## src/design/isc_pkg.sv

```systemverilog
// Shared constants, types and helper functions of the infix to postfix converter.
package isc_pkg;

	localparam int STACK_DEPTH = 32;
	localparam int CNT_W = $clog2(STACK_DEPTH + 1);

	typedef logic [CNT_W-1:0] count_t;
	typedef logic [2:0] op_t;
	typedef logic [2:0] err_t;

	localparam count_t STACK_FULL = count_t'(STACK_DEPTH);

	localparam op_t OP_LPAREN = 3'd0;
	localparam op_t OP_PLUS   = 3'd1;
	localparam op_t OP_MINUS  = 3'd2;
	localparam op_t OP_MUL    = 3'd3;
	localparam op_t OP_DIV    = 3'd4;
	localparam op_t OP_POW    = 3'd5;

	localparam err_t ERR_NONE      = 3'd0;
	localparam err_t ERR_INVALID   = 3'd1;
	localparam err_t ERR_UNMATCH_R = 3'd2;
	localparam err_t ERR_UNMATCH_L = 3'd3;
	localparam err_t ERR_OVERFLOW  = 3'd4;

	localparam logic [7:0] CH_SPACE  = 8'h20;
	localparam logic [7:0] CH_LPAREN = 8'h28;
	localparam logic [7:0] CH_RPAREN = 8'h29;
	localparam logic [7:0] CH_MUL    = 8'h2A;
	localparam logic [7:0] CH_PLUS   = 8'h2B;
	localparam logic [7:0] CH_MINUS  = 8'h2D;
	localparam logic [7:0] CH_DIV    = 8'h2F;
	localparam logic [7:0] CH_POW    = 8'h5E;
	localparam logic [7:0] CH_UPPER_A = 8'd65;
	localparam logic [7:0] CH_UPPER_Z = 8'd90;
	localparam logic [7:0] CH_LOWER_A = 8'd97;
	localparam logic [7:0] CH_LOWER_Z = 8'd122;

	typedef struct packed {
		logic push;
		logic pop;
		logic clear;
		op_t  code;
	} stk_ctrl_t;

	typedef struct packed {
		count_t count;
		op_t    top;
		op_t    second;
	} stk_stat_t;

	// An open parenthesis ranks below every arithmetic operator.
	function automatic logic [1:0] op_prec(input op_t code);
		logic [1:0] p;
		case (code)
			OP_PLUS, OP_MINUS: p = 2'd1;
			OP_MUL, OP_DIV:    p = 2'd2;
			OP_POW:            p = 2'd3;
			default:           p = 2'd0;
		endcase
		return p;
	endfunction

	function automatic logic [7:0] op_char(input op_t code);
		logic [7:0] c;
		case (code)
			OP_LPAREN: c = CH_LPAREN;
			OP_PLUS:   c = CH_PLUS;
			OP_MINUS:  c = CH_MINUS;
			OP_MUL:    c = CH_MUL;
			OP_DIV:    c = CH_DIV;
			OP_POW:    c = CH_POW;
			default:   c = 8'd0;
		endcase
		return c;
	endfunction

endpackage

```

## src/design/isc_if.sv

```systemverilog
// Handshake channels for expression characters and postfix results.
interface isc_in_if;
	logic       valid;
	logic       ready;
	logic       kind;
	logic [7:0] symbol;

	modport source (output valid, output kind, output symbol, input ready);
	modport sink (input valid, input kind, input symbol, output ready);
endinterface

interface isc_out_if;
	logic       valid;
	logic       ready;
	logic [7:0] out_symbol;
	logic       symbol_valid;
	logic [2:0] error_code;
	logic       expression_done;
	logic       last;

	modport source (output valid, output out_symbol, output symbol_valid, output error_code,
		output expression_done, output last, input ready);
	modport sink (input valid, input out_symbol, input symbol_valid, input error_code,
		input expression_done, input last, output ready);
endinterface

```

## src/design/infix_to_postfix_converter.sv

```systemverilog
// Top level of the infix to postfix converter with its control sequencer.
//
//  Port     | Dir  | Item
//  ---------+------+---------------------------------------------------------
//  expr     | in   | kind, symbol: one expression character or the end marker
//  postfix  | out  | out_symbol, symbol_valid, error_code, expression_done, last
//
// A letter, space, '(', '^' or invalid character is handled in the idle state alone.
// '+', '-', '*', '/', ')' and an end marker on a non-empty stack are accepted in the idle state,
// then pop one operator per step in their own state and end with a closing step; the operator
// stack contents set how many pops there are. An end marker on an empty stack stays in idle.
// Results sit in one output register; a stalled postfix port holds the sequencer.
// Reset clears the stack count, the sequencer and the output valid flag.
module infix_to_postfix_converter (
	input  logic              clk,
	input  logic              arst_n,
	isc_in_if.sink            expr,
	isc_out_if.source         postfix
);

	localparam logic [1:0] ST_IDLE  = 2'd0;
	localparam logic [1:0] ST_OPS   = 2'd1;
	localparam logic [1:0] ST_RPAR  = 2'd2;
	localparam logic [1:0] ST_FLUSH = 2'd3;

	logic [1:0] state_q, state_d;
	isc_pkg::op_t code_q, code_d;
	logic open_q, open_d;

	isc_pkg::stk_ctrl_t ctrl;
	isc_pkg::stk_stat_t stat;

	logic out_valid_q;
	logic [7:0] sym_q;
	logic sv_q, done_q, last_q;
	isc_pkg::err_t err_q;

	logic emit, can_emit, is_letter, empty, full;
	logic [7:0] r_sym;
	logic r_sv, r_done, r_last;
	isc_pkg::err_t r_err;

	isc_stack u_stack (
		.clk    (clk),
		.arst_n (arst_n),
		.ctrl   (ctrl),
		.stat   (stat)
	);

	assign can_emit = !out_valid_q || postfix.ready;
	assign expr.ready = (state_q == ST_IDLE) && can_emit;
	assign empty = (stat.count == '0);
	assign full = (stat.count == isc_pkg::STACK_FULL);
	assign is_letter = (expr.symbol >= isc_pkg::CH_UPPER_A && expr.symbol <= isc_pkg::CH_UPPER_Z)
		|| (expr.symbol >= isc_pkg::CH_LOWER_A && expr.symbol <= isc_pkg::CH_LOWER_Z);

	always_comb begin
		emit = 1'b0;
		r_sym = 8'd0;
		r_sv = 1'b0;
		r_err = isc_pkg::ERR_NONE;
		r_done = 1'b0;
		r_last = 1'b0;
		ctrl = '0;
		ctrl.code = code_q;
		state_d = state_q;
		code_d = code_q;
		open_d = open_q;
		case (state_q)
			ST_IDLE: begin
				if (expr.valid && can_emit) begin
					if (expr.kind) begin
						if (empty) begin
							emit = 1'b1;
							r_done = 1'b1;
							r_last = 1'b1;
						end else begin
							open_d = 1'b0;
							state_d = ST_FLUSH;
						end
					end else if (expr.symbol == isc_pkg::CH_SPACE) begin
						emit = 1'b0;
					end else if (is_letter) begin
						emit = 1'b1;
						r_sym = expr.symbol;
						r_sv = 1'b1;
						r_last = 1'b1;
					end else if (expr.symbol == isc_pkg::CH_LPAREN
						|| expr.symbol == isc_pkg::CH_POW) begin
						if (full) begin
							emit = 1'b1;
							r_err = isc_pkg::ERR_OVERFLOW;
							r_done = 1'b1;
							r_last = 1'b1;
							ctrl.clear = 1'b1;
						end else begin
							ctrl.push = 1'b1;
							ctrl.code = (expr.symbol == isc_pkg::CH_LPAREN)
								? isc_pkg::OP_LPAREN : isc_pkg::OP_POW;
						end
					end else if (expr.symbol == isc_pkg::CH_PLUS) begin
						code_d = isc_pkg::OP_PLUS;
						state_d = ST_OPS;
					end else if (expr.symbol == isc_pkg::CH_MINUS) begin
						code_d = isc_pkg::OP_MINUS;
						state_d = ST_OPS;
					end else if (expr.symbol == isc_pkg::CH_MUL) begin
						code_d = isc_pkg::OP_MUL;
						state_d = ST_OPS;
					end else if (expr.symbol == isc_pkg::CH_DIV) begin
						code_d = isc_pkg::OP_DIV;
						state_d = ST_OPS;
					end else if (expr.symbol == isc_pkg::CH_RPAREN) begin
						state_d = ST_RPAR;
					end else begin
						emit = 1'b1;
						r_err = isc_pkg::ERR_INVALID;
						r_done = 1'b1;
						r_last = 1'b1;
						ctrl.clear = 1'b1;
					end
				end
			end
			ST_OPS: begin
				if (can_emit) begin
					if (!empty && isc_pkg::op_prec(stat.top) >= isc_pkg::op_prec(code_q)) begin
						ctrl.pop = 1'b1;
						emit = 1'b1;
						r_sym = isc_pkg::op_char(stat.top);
						r_sv = 1'b1;
						r_last = !(stat.count > isc_pkg::count_t'(1)
							&& isc_pkg::op_prec(stat.second) >= isc_pkg::op_prec(code_q));
					end else begin
						if (full) begin
							emit = 1'b1;
							r_err = isc_pkg::ERR_OVERFLOW;
							r_done = 1'b1;
							r_last = 1'b1;
							ctrl.clear = 1'b1;
						end else begin
							ctrl.push = 1'b1;
						end
						state_d = ST_IDLE;
					end
				end
			end
			ST_RPAR: begin
				if (can_emit) begin
					if (empty) begin
						emit = 1'b1;
						r_err = isc_pkg::ERR_UNMATCH_R;
						r_done = 1'b1;
						r_last = 1'b1;
						state_d = ST_IDLE;
					end else if (stat.top == isc_pkg::OP_LPAREN) begin
						ctrl.pop = 1'b1;
						state_d = ST_IDLE;
					end else begin
						ctrl.pop = 1'b1;
						emit = 1'b1;
						r_sym = isc_pkg::op_char(stat.top);
						r_sv = 1'b1;
						r_last = (stat.count > isc_pkg::count_t'(1))
							&& (stat.second == isc_pkg::OP_LPAREN);
					end
				end
			end
			ST_FLUSH: begin
				if (can_emit) begin
					if (empty) begin
						emit = 1'b1;
						r_err = open_q ? isc_pkg::ERR_UNMATCH_L : isc_pkg::ERR_NONE;
						r_done = 1'b1;
						r_last = 1'b1;
						state_d = ST_IDLE;
					end else if (stat.top == isc_pkg::OP_LPAREN) begin
						ctrl.pop = 1'b1;
						open_d = 1'b1;
					end else begin
						ctrl.pop = 1'b1;
						emit = 1'b1;
						r_sym = isc_pkg::op_char(stat.top);
						r_sv = 1'b1;
					end
				end
			end
			default: begin
				state_d = ST_IDLE;
			end
		endcase
	end

	always_ff @(posedge clk or negedge arst_n) begin
		if (!arst_n) begin
			state_q <= ST_IDLE;
			open_q <= 1'b0;
			out_valid_q <= 1'b0;
		end else begin
			state_q <= state_d;
			open_q <= open_d;
			if (emit) begin
				out_valid_q <= 1'b1;
			end else if (postfix.ready) begin
				out_valid_q <= 1'b0;
			end
		end
	end

	always_ff @(posedge clk) begin
		code_q <= code_d;
		if (emit) begin
			sym_q <= r_sym;
			sv_q <= r_sv;
			err_q <= r_err;
			done_q <= r_done;
			last_q <= r_last;
		end
	end

	assign postfix.valid = out_valid_q;
	assign postfix.out_symbol = sym_q;
	assign postfix.symbol_valid = sv_q;
	assign postfix.error_code = err_q;
	assign postfix.expression_done = done_q;
	assign postfix.last = last_q;

endmodule

```

## src/design/isc_cell.sv

```systemverilog
// One entry of the operator stack, shifting toward the top or the bottom.
module isc_cell (
	input  logic           clk,
	input  logic           push,
	input  logic           pop,
	input  isc_pkg::op_t   from_above,
	input  isc_pkg::op_t   from_below,
	output isc_pkg::op_t   code
);

	isc_pkg::op_t code_q;

	always_ff @(posedge clk) begin
		if (push) begin
			code_q <= from_above;
		end else if (pop) begin
			code_q <= from_below;
		end
	end

	assign code = code_q;

endmodule

```

## src/design/isc_stack.sv

```systemverilog
// Operator stack built as a row of shifting cells with the top in cell zero.
module isc_stack (
	input  logic                clk,
	input  logic                arst_n,
	input  isc_pkg::stk_ctrl_t  ctrl,
	output isc_pkg::stk_stat_t  stat
);

	isc_pkg::op_t   cell_code [isc_pkg::STACK_DEPTH];
	isc_pkg::count_t count_q;

	for (genvar i = 0; i < isc_pkg::STACK_DEPTH; i++) begin : g_cell
		isc_pkg::op_t above;
		isc_pkg::op_t below;

		if (i == 0) begin : g_top
			assign above = ctrl.code;
		end else begin : g_mid
			assign above = cell_code[i-1];
		end

		if (i == isc_pkg::STACK_DEPTH - 1) begin : g_bottom
			assign below = isc_pkg::OP_LPAREN;
		end else begin : g_upper
			assign below = cell_code[i+1];
		end

		isc_cell u_cell (
			.clk        (clk),
			.push       (ctrl.push),
			.pop        (ctrl.pop),
			.from_above (above),
			.from_below (below),
			.code       (cell_code[i])
		);
	end

	always_ff @(posedge clk or negedge arst_n) begin
		if (!arst_n) begin
			count_q <= '0;
		end else if (ctrl.clear) begin
			count_q <= '0;
		end else if (ctrl.push) begin
			count_q <= count_q + isc_pkg::count_t'(1);
		end else if (ctrl.pop) begin
			count_q <= count_q - isc_pkg::count_t'(1);
		end
	end

	assign stat.count  = count_q;
	assign stat.top    = cell_code[0];
	assign stat.second = cell_code[1];

endmodule

```

## src/flat_wrapper.sv

```systemverilog
// flat-port wrapper written by rule: the top's interface ports become plain ports
module infix_to_postfix_converter_flat 
  (clk, arst_n, expr_valid, expr_kind, expr_symbol, expr_ready, postfix_valid, postfix_out_symbol, postfix_symbol_valid, postfix_error_code, postfix_expression_done, postfix_last, postfix_ready);
  isc_in_if expr_i ();
  isc_out_if postfix_i ();
  input  logic clk;
  input  logic arst_n;
  input wire logic [$bits(expr_i.valid)-1:0] expr_valid;
  input wire logic [$bits(expr_i.kind)-1:0] expr_kind;
  input wire logic [$bits(expr_i.symbol)-1:0] expr_symbol;
  output wire logic [$bits(expr_i.ready)-1:0] expr_ready;
  output wire logic [$bits(postfix_i.valid)-1:0] postfix_valid;
  output wire logic [$bits(postfix_i.out_symbol)-1:0] postfix_out_symbol;
  output wire logic [$bits(postfix_i.symbol_valid)-1:0] postfix_symbol_valid;
  output wire logic [$bits(postfix_i.error_code)-1:0] postfix_error_code;
  output wire logic [$bits(postfix_i.expression_done)-1:0] postfix_expression_done;
  output wire logic [$bits(postfix_i.last)-1:0] postfix_last;
  input wire logic [$bits(postfix_i.ready)-1:0] postfix_ready;
  assign expr_i.valid = expr_valid;
  assign expr_i.kind = expr_kind;
  assign expr_i.symbol = expr_symbol;
  assign expr_ready = expr_i.ready;
  assign postfix_valid = postfix_i.valid;
  assign postfix_out_symbol = postfix_i.out_symbol;
  assign postfix_symbol_valid = postfix_i.symbol_valid;
  assign postfix_error_code = postfix_i.error_code;
  assign postfix_expression_done = postfix_i.expression_done;
  assign postfix_last = postfix_i.last;
  assign postfix_i.ready = postfix_ready;
  infix_to_postfix_converter u_core (.clk(clk), .arst_n(arst_n), .expr(expr_i), .postfix(postfix_i));
endmodule
```

## config.mk

```make
export PLATFORM = sky130hd
export DESIGN_NAME = infix_to_postfix_converter_flat
export DESIGN_NICKNAME = d
export VERILOG_FILES = /design/src/design/isc_pkg.sv /design/src/design/isc_if.sv /design/src/design/infix_to_postfix_converter.sv /design/src/design/isc_cell.sv /design/src/design/isc_stack.sv /design/src/flat_wrapper.sv
export SDC_FILE = /design/constraint.sdc
export NUM_CORES = 1
export LEC_CHECK = 0
export BUFFER_PORTS_ARGS = -buffer_cell sky130_fd_sc_hd__buf_2
export CORE_UTILIZATION = 55
export DETAILED_ROUTE_END_ITERATION = 8
export PLACE_DENSITY_LB_ADDON = 0.15
export SLEW_MARGIN = 10
export SYNTH_ARGS = -nofsm -noshare
export SYNTH_HDL_FRONTEND = slang
export SYNTH_SLANG_ARGS = --single-unit
```

## constraint.sdc

```tcl
create_clock -name clk -period 6.27 [get_ports clk]
set_input_delay 1.254 -clock clk [delete_from_list [all_inputs] [get_ports clk]]
set_output_delay 1.254 -clock clk [all_outputs]
set_load 0.02 [all_outputs]
```

==> results of run 1 <==
logic make-up after synthesis:
logic type / Yosys count / share of synthesized area
simple gates: 371 / 0.2542
flops: 123 / 0.5810
xor+xnor: 2 / 0.002794
mux: 7 / 0.01177
compound gates: 78 / 0.08819
other cells: 1 / 0.0005980
fa+ha+maj: 12 / 0.02394
buf+inv: 41 / 0.03751
power by group through the flow:
stage               logic (W)  registers, W  clock network, W
global placement      0.00124       0.00184                 0
global route          0.00146       0.00191           0.00102
floorplan            0.000965       0.00187                 0
finish                0.00129       0.00186          0.000966
detailed placement    0.00129       0.00186                 0
CTS                   0.00130       0.00186          0.000978
per-stage QoR:
| stage | instances | power [W] | util | instance area [sq um] | hold slack [ns] |
|---|---|---|---|---|---|
| 6_report | 809 | 0.004109 | 0.6393 | 7022 | 0.5163 |
| 5_1_grt | 809 | 0.004388 | 0.6393 | 7022 | 0.5386 |
| 4_1_cts | 809 | 0.004133 | 0.6393 | 7022 | 0.5200 |
| 3_5_place_dp | 777 | 0.003147 | 0.5862 | 6439 | 0.5123 |
| 3_3_place_gp | 777 | 0.003085 | 0.5862 | 6439 | 0.5016 |
| 2_1_floorplan | 635 | 0.002831 | - | 6271 | 0.4835 |
final cells by class:
type                       count  area [sq um]  share of cell area
sequential                   123          3643              0.5189
multi-input combinational    471          2412              0.3435
clock buffer                  18         429.2             0.06112
tap                          140         175.2             0.02495
timing repair buffer          31         162.7             0.02316
clock inverter                14         153.9             0.02192
inverter                      12         45.04            0.006415
cell usage after synthesis (7+ instances only):
| cell | number | area, sq um |
|---|---|---|
| nor2_1 | 19 | 71.32 |
| edfxtp_1 | 113 | 3393 |
| o21ai_0 | 16 | 80.08 |
| buf_6 | 7 | 78.83 |
| nand2_1 | 290 | 1089 |
| dfrtp_1 | 10 | 250.2 |
| nor3_1 | 8 | 40.04 |
| nand3_1 | 9 | 45.04 |
| inv_1 | 12 | 45.04 |
| ha_1 | 12 | 150.1 |
| a21oi_1 | 16 | 80.08 |
| clkbuf_1 | 11 | 41.29 |
tightest hold or removal path: cells and delay by family (launching register included):
| kind | cells | cell delay [ns] |
|---|---|---|
| flops | 1 | 0.32 |
| simple gates | 2 | 0.10 |
worst max-delay path by stage:
stage	from	end	slack [ns]	cells past startpoint
after floorplan	postfix_ready	u_core.u_stack.g_cell[0].u_cell.code[0]	1.49	5
after global placement	expr_symbol[1]	u_core.u_stack.g_cell[25].u_cell.code[2]	2.29	6
after detailed placement	postfix_ready	u_core.u_stack.g_cell[31].u_cell.code[2]	2.25	6
after CTS	u_core.u_stack.g_cell[0].u_cell.code[0]	u_core.u_stack.g_cell[30].u_cell.code[2]	2.53	8
after global routing	u_core.u_stack.g_cell[0].u_cell.code[0]	u_core.u_stack.g_cell[30].u_cell.code[2]	2.33	8
final	u_core.u_stack.g_cell[0].u_cell.code[0]	u_core.u_stack.g_cell[30].u_cell.code[2]	2.52	8
state kept, by name (all words and copies together), names as in the netlist:
| signal | flops |
|---|---|
| u_core.code_q | 3 |
| u_core.open_q | 1 |
| u_core.postfix.error_code | 3 |
| u_core.postfix.expression_done | 1 |
| u_core.postfix.last | 1 |
| u_core.postfix.out_symbol | 8 |
| u_core.postfix.symbol_valid | 1 |
| u_core.postfix.valid | 1 |
| u_core.state_q | 2 |
| u_core.u_stack.count_q | 6 |
| u_core.u_stack.g_cell.u_cell.code | 96 |
routing by layer:
metal,routed length (microns),track usage,up-vias
met5,0,0,-
met1,5417,0.2777,2179
met3,628,0.06515,10
met2,5880,0.3553,148
met4,132,0.08494,0
li1,-,-,2231
==> summary.txt, run 1 <==
Run status
  • Status: completed

Placement
  • Dpl hpwl: 7643 microns
  • Worst slack at placement: 2.245 ns
  • Number of port buffers: 28
  • Routability cong.: 0.8995

Drt
  • Antenna Nets Post-Route: 0
  • WL/cell: 14.90 microns
  • Vias: 4568
  • Initial DRT Pass Iterations: 5
  • DRC: 0
  • Vias per std cell: 5.646
  • 1st-iter DRT viols: 344
  • Final wirelength: 12060 microns

Critical path
  • R2R Path End: u_core.u_stack.g_cell[30].u_cell.code[2]
  • R2R setup slack: 2.52 ns
  • Worst r2r src: u_core.u_stack.g_cell[0].u_cell.code[0]
  • Crit path arrival time: 3.82 ns
  • WP buf/inv: 1
  • Crit path launch type: register
  • Delay-heaviest family, CP: simple AND/OR/NAND/NOR gates
  • CP Max Fanout: 67
  • Data required time of the worst path: 6.34 ns
  • Critical path, cell by cell: nor2_1, mux2i_1, ha_1, nand2b_1, a21oi_1, o2111a_2, or3_4, buf_4
  • Critical path type: register to register
  • Slowest cell on the critical path: or3_4
  • Crit path largest cell delay: 0.72 ns
  • CP endpoint kind: register
  • Reg2reg path depth: 8

Power and ir drop
  • Switching share of power: 0.3613
  • Clock Power Share: 0.235
  • Maximum vdd drop: 0.3174 mV
  • Psw: 0.001485 W
  • Lkg Pwr: 2.930 nW
  • Pint: 0.002624 W
  • Flop pwr share: 0.452
  • Combinational share of power: 0.313
  • P per Cell Area: 585.2 mW/mm^2

Timing
  • Fin Setup TNS: 0 ns
  • Final hold vios: 0
  • Max-slew violations: 0
  • Relative slew margins: 0.3927
  • Final setup margin: 2.516 ns
  • Setup Viol. Count Final: 0
  • Slew @ Worst Pin: 0.9088 ns
  • Tcrit/Tclk final: 0.5987
  • Worst Clk Skew: 0.007074 ns
  • RSZ-0062 raised after global routing: no
  • FMAX: 266.4 MHz
  • Minimum clock period: 3.754 ns

Clock network
  • Cts hold-fix bufs: 0
  • CTS tree: done
  • CTS HTree Levels: 4
  • Clock buffer depth: 2
  • Clock Latency Late Sink: 0.41 ns
  • Clk pin slew, worst setup/hold paths: 0.06 ns
  • Root buffer cell: clkbuf_16
  • Post-CTS sizing: 0
  • CTS Sinks: 123
  • Clock buffer count from CTS: 17
  • Postcts setup bufs: 0

Flow run
  • Max-cap violations: 0

Layout
  • Most common cell after layout, fill and taps aside: nand2_1
  • Most frequent cells in the layout: nand2_1 (290), edfxtp_1 (113), buf_2 (28), nor2_1 (18), clkbuf_16 (17)
  • Nets: 681
  • Inserted Diodes: 0
  • Fillers: 871
  • Area grow syn2layout: 11.97%
  • Layout cell share with drive strength beyond 1: 0.1196

Global route
  • Vias in the first global route: 4266
  • Tot GR Track Use: 0.2196
  • Largest net degree at the start of global routing: 95
  • Initial antenna violation count: 0
  • Grt ovf: 0
  • First-pass GRT wire length: 19870 microns

Min path
  • Min-Delay Startpoint: u_core.u_stack.g_cell[31].u_cell.code[0]
  • Worst hold stages: 2
  • Worst hold path type: register to register
  • Hold endpoint: u_core.u_stack.g_cell[30].u_cell.code[0]

Die
  • Die Y: 108.8 microns
  • Die area: 0.01183 sq mm
  • # rows: 38
  • Core region area: 0.01098 sq mm
  • Initial Utilization: 0.5710
  • Io pins: 29
  • Die width: 108.8 microns

Synth
  • Post-Syn Instances: 635
  • Syn. warnings: 0
  • Net Count, Synth: 660
  • Mean Syn Cell Area: 9.876 sq um
  • Flip-flop and latch count after synthesis: 123
  • Post-synth EDFFs: 113
  • Netlist cell types: 67
  • Top FF cell, synth: edfxtp_1
  • Mapped cell area: 0.006271 sq mm
  • Async S/R FF share, synth: 0.08130
  • Post-synthesis sequential area ratio: 0.5810
Power figures use the tool's default switching activity.
==> run 2, diff against run 1 <==
clock period = 3.32 ns   (was 6.27 ns; I/O delays follow)
==> summary.txt, run 2 (synthesis results as in run 1) <==
Drt
  • Initial DRT Pass Iterations: 5 (unchanged)
  • Final wirelength: 11950 microns (-0.90%)
  • Antenna Nets Post-Route: 0 (unchanged)
  • Vias per std cell: 5.525 (-2.2%)
  • DRC: 0 (unchanged)
  • 1st-iter DRT viols: 296 (-14%)
  • Vias: 4508 (-1.3%)
  • WL/cell: 14.64 microns (-1.8%)

Placement
  • Dpl hpwl: 7694 microns (+0.66%)
  • Routability cong.: 0.8930 (-0.72%)
  • Number of port buffers: 28 (unchanged)
  • Worst slack at placement: 0.2858 ns (-1.959 ns)

Power and ir drop
  • Lkg Pwr: 2.992 nW (+2.1%)
  • P per Cell Area: 1103 mW/mm^2 (+88%)
  • Tot Pwr: 0.007858 W (+91%)
  • Maximum vdd drop: 0.5370 mV (+69%)

Clock network
  • CTS Sinks: 123 (unchanged)
  • CTS tree: done
  • Clock buffer count from CTS: 17 (unchanged)
  • CTS HTree Levels: 4 (unchanged)
  • Clock buffer depth: 2 (unchanged)
  • Root buffer cell: clkbuf_16
  • Clk pin slew, worst setup/hold paths: 0.06 ns (about the same)
  • Post-CTS sizing: 0 (unchanged)
  • Postcts setup bufs: 0 (unchanged)
  • Cts hold-fix bufs: 0 (unchanged)
  • Clock Latency Late Sink: 0.41 ns (about the same)

Layout
  • Final Util: 0.6487 (+0.009341)
  • Nets: 688 (+1.0%)
  • Most common cell after layout, fill and taps aside: nand2_1
  • Max reg flops: 96 (unchanged)
  • Most frequent cells in the layout: nand2_1 (290), edfxtp_1 (113), buf_2 (28), nor2_1 (18), clkbuf_16 (17)
  • Layout cell share with drive strength beyond 1: 0.1302 (+0.01060)
  • Inserted Diodes: 0 (unchanged)
  • Area grow syn2layout: 13.61%

Global route
  • Grt peak-use layer: met2
  • Met2 GRT Util: 0.3264 (-0.02893)
  • Initial antenna violation count: 0 (unchanged)
  • Vias in the first global route: 4138 (-3.0%)
  • Largest net degree at the start of global routing: 95 (unchanged)
  • Tot GR Track Use: 0.2146 (-0.005029)
  • Grt ovf: 0 (unchanged)
  • Met3 GRT Util: 0.04901 (-0.01614)
  • First-pass GRT wire length: 19420 microns (-2.2%)
  • M1 GR Usage: 0.2906 (+0.01291)

Timing
  • Minimum clock period: 3.000 ns (-0.7539 ns)
  • Final hold vios: 0 (unchanged)
  • Max-slew violations: 0 (unchanged)
  • RSZ-0062 raised after global routing: no
  • FMAX: 333.3 MHz (+25%)
  • Relative slew margins: 0.3684 (-0.02427)
  • Setup Viol. Count Final: 0 (unchanged)
  • Final setup margin: 0.3198 ns (-2.196 ns)
  • Fin Setup TNS: 0 ns (unchanged)
  • Slew @ Worst Pin: 0.9451 ns (+0.03631 ns)
  • Worst Clk Skew: 0.008059 ns (+0.0009850 ns)
  • Tcrit/Tclk final: 0.9037 (+0.3049)

Die
  • # rows: 38 (unchanged)
  • Core region area: 0.01098 sq mm (unchanged)
  • Die area: 0.01183 sq mm (unchanged)
  • Io pins: 29 (unchanged)
  • Die Y: 108.8 microns (unchanged)
  • Die width: 108.8 microns (unchanged)
  • Initial Utilization: 0.5710 (unchanged)

Critical path
  • Worst r2r src: u_core.u_stack.g_cell[0].u_cell.code[2]
  • Data required time of the worst path: 3.47 ns (-2.87 ns)
  • Crit path arrival time: 3.16 ns (-0.66 ns)
  • CP endpoint kind: register
  • R2R setup slack: 0.32 ns (-2.20 ns)
  • Critical path type: register to register
  • CP Max Fanout: 52 (-22%)
  • Crit path launch type: register
  • R2R Path End: u_core.u_stack.g_cell[0].u_cell.code[0]
  • Reg2reg path depth: 8 (unchanged)

Run status
  • Status: completed

Flow run
  • Max-cap violations: 0 (unchanged)

Min path
  • Worst hold path type: input pin to asynchronous set/reset pin
-- run 2: worst max-delay path by stage --
stage	end	slack [ns]	from	depth (start not counted)
after floorplan	u_core.u_stack.g_cell[0].u_cell.code[0]	0.30	u_core.u_stack.g_cell[0].u_cell.code[1]	7
after global placement	u_core.u_stack.g_cell[0].u_cell.code[2]	0.34	u_core.u_stack.g_cell[0].u_cell.code[2]	8
after detailed placement	u_core.u_stack.g_cell[0].u_cell.code[0]	0.29	u_core.u_stack.g_cell[0].u_cell.code[2]	8
after CTS	u_core.u_stack.g_cell[0].u_cell.code[0]	0.28	u_core.u_stack.g_cell[0].u_cell.code[2]	8
after global routing	u_core.u_stack.g_cell[0].u_cell.code[0]	0.002	u_core.u_stack.g_cell[0].u_cell.code[1]	8
final	u_core.u_stack.g_cell[0].u_cell.code[0]	0.32	u_core.u_stack.g_cell[0].u_cell.code[2]	8
-- run 2: final cells by class --
cell class / instances / area (sq um)
inverters: 12 / 45.04
well taps: 140 / 175.2
flip-flops and latches: 123 / 3643
clock buffers: 18 / 429.2
repair buffers: 38 / 265.3
clock inverters: 14 / 153.9
multi-input cells: 471 / 2412
fillers: 868 / 3859
-- run 2: worst max-delay path, cell delays in order, from the launching register on --
cell and delay, ns:
edfxtp_1 0.51, nor2b_1 0.24, a21o_1 0.18, ha_1 0.28, a21oi_1 0.08, o2111a_2 0.29
nor2_4 0.72, buf_12 0.31, o21ai_0 0.12
-- run 2: stage by stage --
step | hold slack (ns) | std cells | instance area, sq um
after floorplan | 0.3684 | 635 | 6276
after global placement | 0.5023 | 784 | 6541
after detailed placement | 0.5084 | 784 | 6541
after CTS | 0.1153 | 816 | 7124
after global routing | 0.1251 | 816 | 7124
final | 0.1187 | 816 | 7124
-- run 2: per-layer routing --
metal / routed length [microns] / part of all wire
met5: 0 / 0
met4: 213 / 0.018
met3: 513 / 0.043
met2: 5627 / 0.47
met1: 5593 / 0.47
-- run 2: report_power, final --
group	internal, W	switching, W
clock network	0.00117	0.000658
registers	0.00300	0.000479
logic	0.000884	0.00167
==> run 3, diff against run 2 <==
RECOVER_POWER = 100   (was default)
==> summary.txt, run 3 (synthesis results as in run 1) <==
Global route
  • Vias in the first global route: 4138 (unchanged)
  • Largest net degree at the start of global routing: 95 (unchanged)
  • Initial antenna violation count: 0 (unchanged)
  • Grt ovf: 0 (unchanged)
  • First-pass GRT wire length: 19420 microns (unchanged)
  • Tot GR Track Use: 0.2146 (unchanged)

Clock network
  • Post-CTS sizing: 0 (unchanged)
  • CTS Sinks: 123 (unchanged)
  • CTS tree: done
  • Clk pin slew, worst setup/hold paths: 0.06 ns (about the same)
  • Clock buffer count from CTS: 17 (unchanged)
  • Cts hold-fix bufs: 0 (unchanged)
  • Postcts setup bufs: 0 (unchanged)
  • Clock Latency Late Sink: 0.41 ns (about the same)
  • Clock buffer depth: 2 (unchanged)
  • CTS HTree Levels: 4 (unchanged)
  • Root buffer cell: clkbuf_16

Timing
  • Worst Clk Skew: 0.006723 ns (-0.001337 ns)
  • Max-slew violations: 0 (unchanged)
  • RSZ-0062 raised after global routing: no
  • Setup Viol. Count Final: 0 (unchanged)
  • Fin Hold WS: 0.2443 ns (+0.1256 ns)
  • Minimum clock period: 3.052 ns (+0.05222 ns)
  • Final hold vios: 0 (unchanged)
  • Slew @ Worst Pin: 0.9521 ns (+0.006990 ns)
  • Fin Setup TNS: 0 ns (unchanged)
  • FMAX: 327.6 MHz (-1.7%)
  • Tcrit/Tclk final: 0.9194 (+0.01573)
  • Relative slew margins: 0.3637 (-0.004671)

Placement
  • Dpl hpwl: 7694 microns (unchanged)
  • Placed cell area: 0.006541 sq mm (unchanged)
  • Routability cong.: 0.8930 (unchanged)
  • Number of port buffers: 28 (unchanged)
  • Placed Cells: 784 (unchanged)

Die
  • Io pins: 29 (unchanged)
  • Die Y: 108.8 microns (unchanged)
  • Die area: 0.01183 sq mm (unchanged)
  • Initial Utilization: 0.5710 (unchanged)
  • Core region area: 0.01098 sq mm (unchanged)
  • Die width: 108.8 microns (unchanged)
  • # rows: 38 (unchanged)

Critical path
  • CP Max Fanout: 58 (+12%)
  • Crit path largest cell delay: 0.54 ns (-0.18 ns)
  • Critical path, cell by cell: inv_1, ha_1, clkbuf_1, a211oi_1, a21boi_2, or3_1, buf_6
  • Worst r2r src: u_core.state_q[0]
  • Crit path arrival time: 3.10 ns (-0.06 ns)
  • Critical path type: register to register
  • Slowest cell on the critical path: a211oi_1
  • Worst Setup SP: u_core.state_q[0]
  • CP endpoint kind: register
  • Reg2reg path depth: 7 (-1)
  • Crit path launch type: register
  • Data required time of the worst path: 3.36 ns (-0.11 ns)

Drt
  • Antenna Nets Post-Route: 0 (unchanged)
  • Vias per std cell: 5.529 (about the same)
  • WL/cell: 14.61 microns (-0.22%)
  • Vias: 4512 (+0.089%)
  • Initial DRT Pass Iterations: 5 (unchanged)
  • DRC: 0 (unchanged)
  • Final wirelength: 11920 microns (-0.22%)
  • 1st-iter DRT viols: 304 (+2.7%)

Layout
  • Layout cell share with drive strength beyond 1: 0.09172 (-0.03846)
  • Inserted Diodes: 0 (unchanged)
  • Most frequent cells in the layout: nand2_1 (290), edfxtp_1 (113), clkbuf_1 (20), nor2_1 (18)
  • Max reg flops: 96 (unchanged)
  • Fin area: 0.007027 sq mm (-1.4%)
  • Area grow syn2layout: 12.05%
  • Most common cell after layout, fill and taps aside: nand2_1
  • Post-Layout Cell Count: 816 (unchanged)
  • Nets: 688 (unchanged)

Power and ir drop
  • Maximum vdd drop: 0.5310 mV (-1.1%)
  • Tot Pwr: 0.007733 W (-1.6%)
  • P per Cell Area: 1101 mW/mm^2 (-0.23%)
  • Lkg Pwr: 2.911 nW (-2.7%)

Min path
  • Worst hold path type: input pin to asynchronous set/reset pin

Run status
  • Status: completed

Flow run
  • Max-cap violations: 0 (unchanged)
-- run 3: layout make-up --
type | count | area [sq um]
multi-input combinational | 471 | 2371
inverter | 12 | 45.04
tap | 140 | 175.2
timing repair buffer | 38 | 209.0
clock inverter | 14 | 153.9
fill | 895 | 3956
clock buffer | 18 | 429.2
sequential | 123 | 3643
-- run 3: per-layer routing --
layer / vias up / GRT usage / share of wire
li1: 2241 / - / -
met2: 105 / 0.3264 / 0.46
met3: 19 / 0.04901 / 0.041
met5: - / 0 / 0
met1: 2147 / 0.2906 / 0.48
met4: 0 / 0.1042 / 0.019
-- run 3: per-stage QoR --
stage / util / setup WS (ns)
6_report: 0.6398 / 0.2675
5_1_grt: 0.6398 / 0.002104
4_1_cts: 0.6487 / 0.2804
3_5_place_dp: 0.5956 / 0.2858
3_3_place_gp: 0.5956 / 0.3392
2_1_floorplan: - / 0.2986
-- run 3: worst max-delay path: cells and delay by family, from the launching register on --
kind,cells,cell delay (ns)
AOI/OAI and AO/OA,2,1.03
adders and majority gates,1,0.22
buffers and inverters,3,0.79
DFF,1,0.40
and+or+nand+nor,1,0.21
-- run 3: path summary, 6_finish.rpt --
path,to,slack [ns]
min in group clk,u_core.u_stack.g_cell[30].u_cell.code[1],0.51
worst max register to register,u_core.u_stack.g_cell[25].u_cell.code[0],0.27
worst max-delay path,u_core.u_stack.g_cell[25].u_cell.code[0],0.27
worst min register to register,u_core.u_stack.g_cell[30].u_cell.code[1],0.51
worst min-delay path,u_core.u_stack.count_q[5],0.24
max in group asynchronous,u_core.postfix.valid,2.67
-- run 3: power breakdown --
| group | switching, W | internal [W] | total, W | leakage (nW) |
|---|---|---|---|---|
| sequential | 0.000478 | 0.00301 | 0.00348 | 1.19 |
| clock | 0.000656 | 0.00117 | 0.00182 | 0.282 |
| combinational | 0.00165 | 0.000777 | 0.00243 | 1.44 |
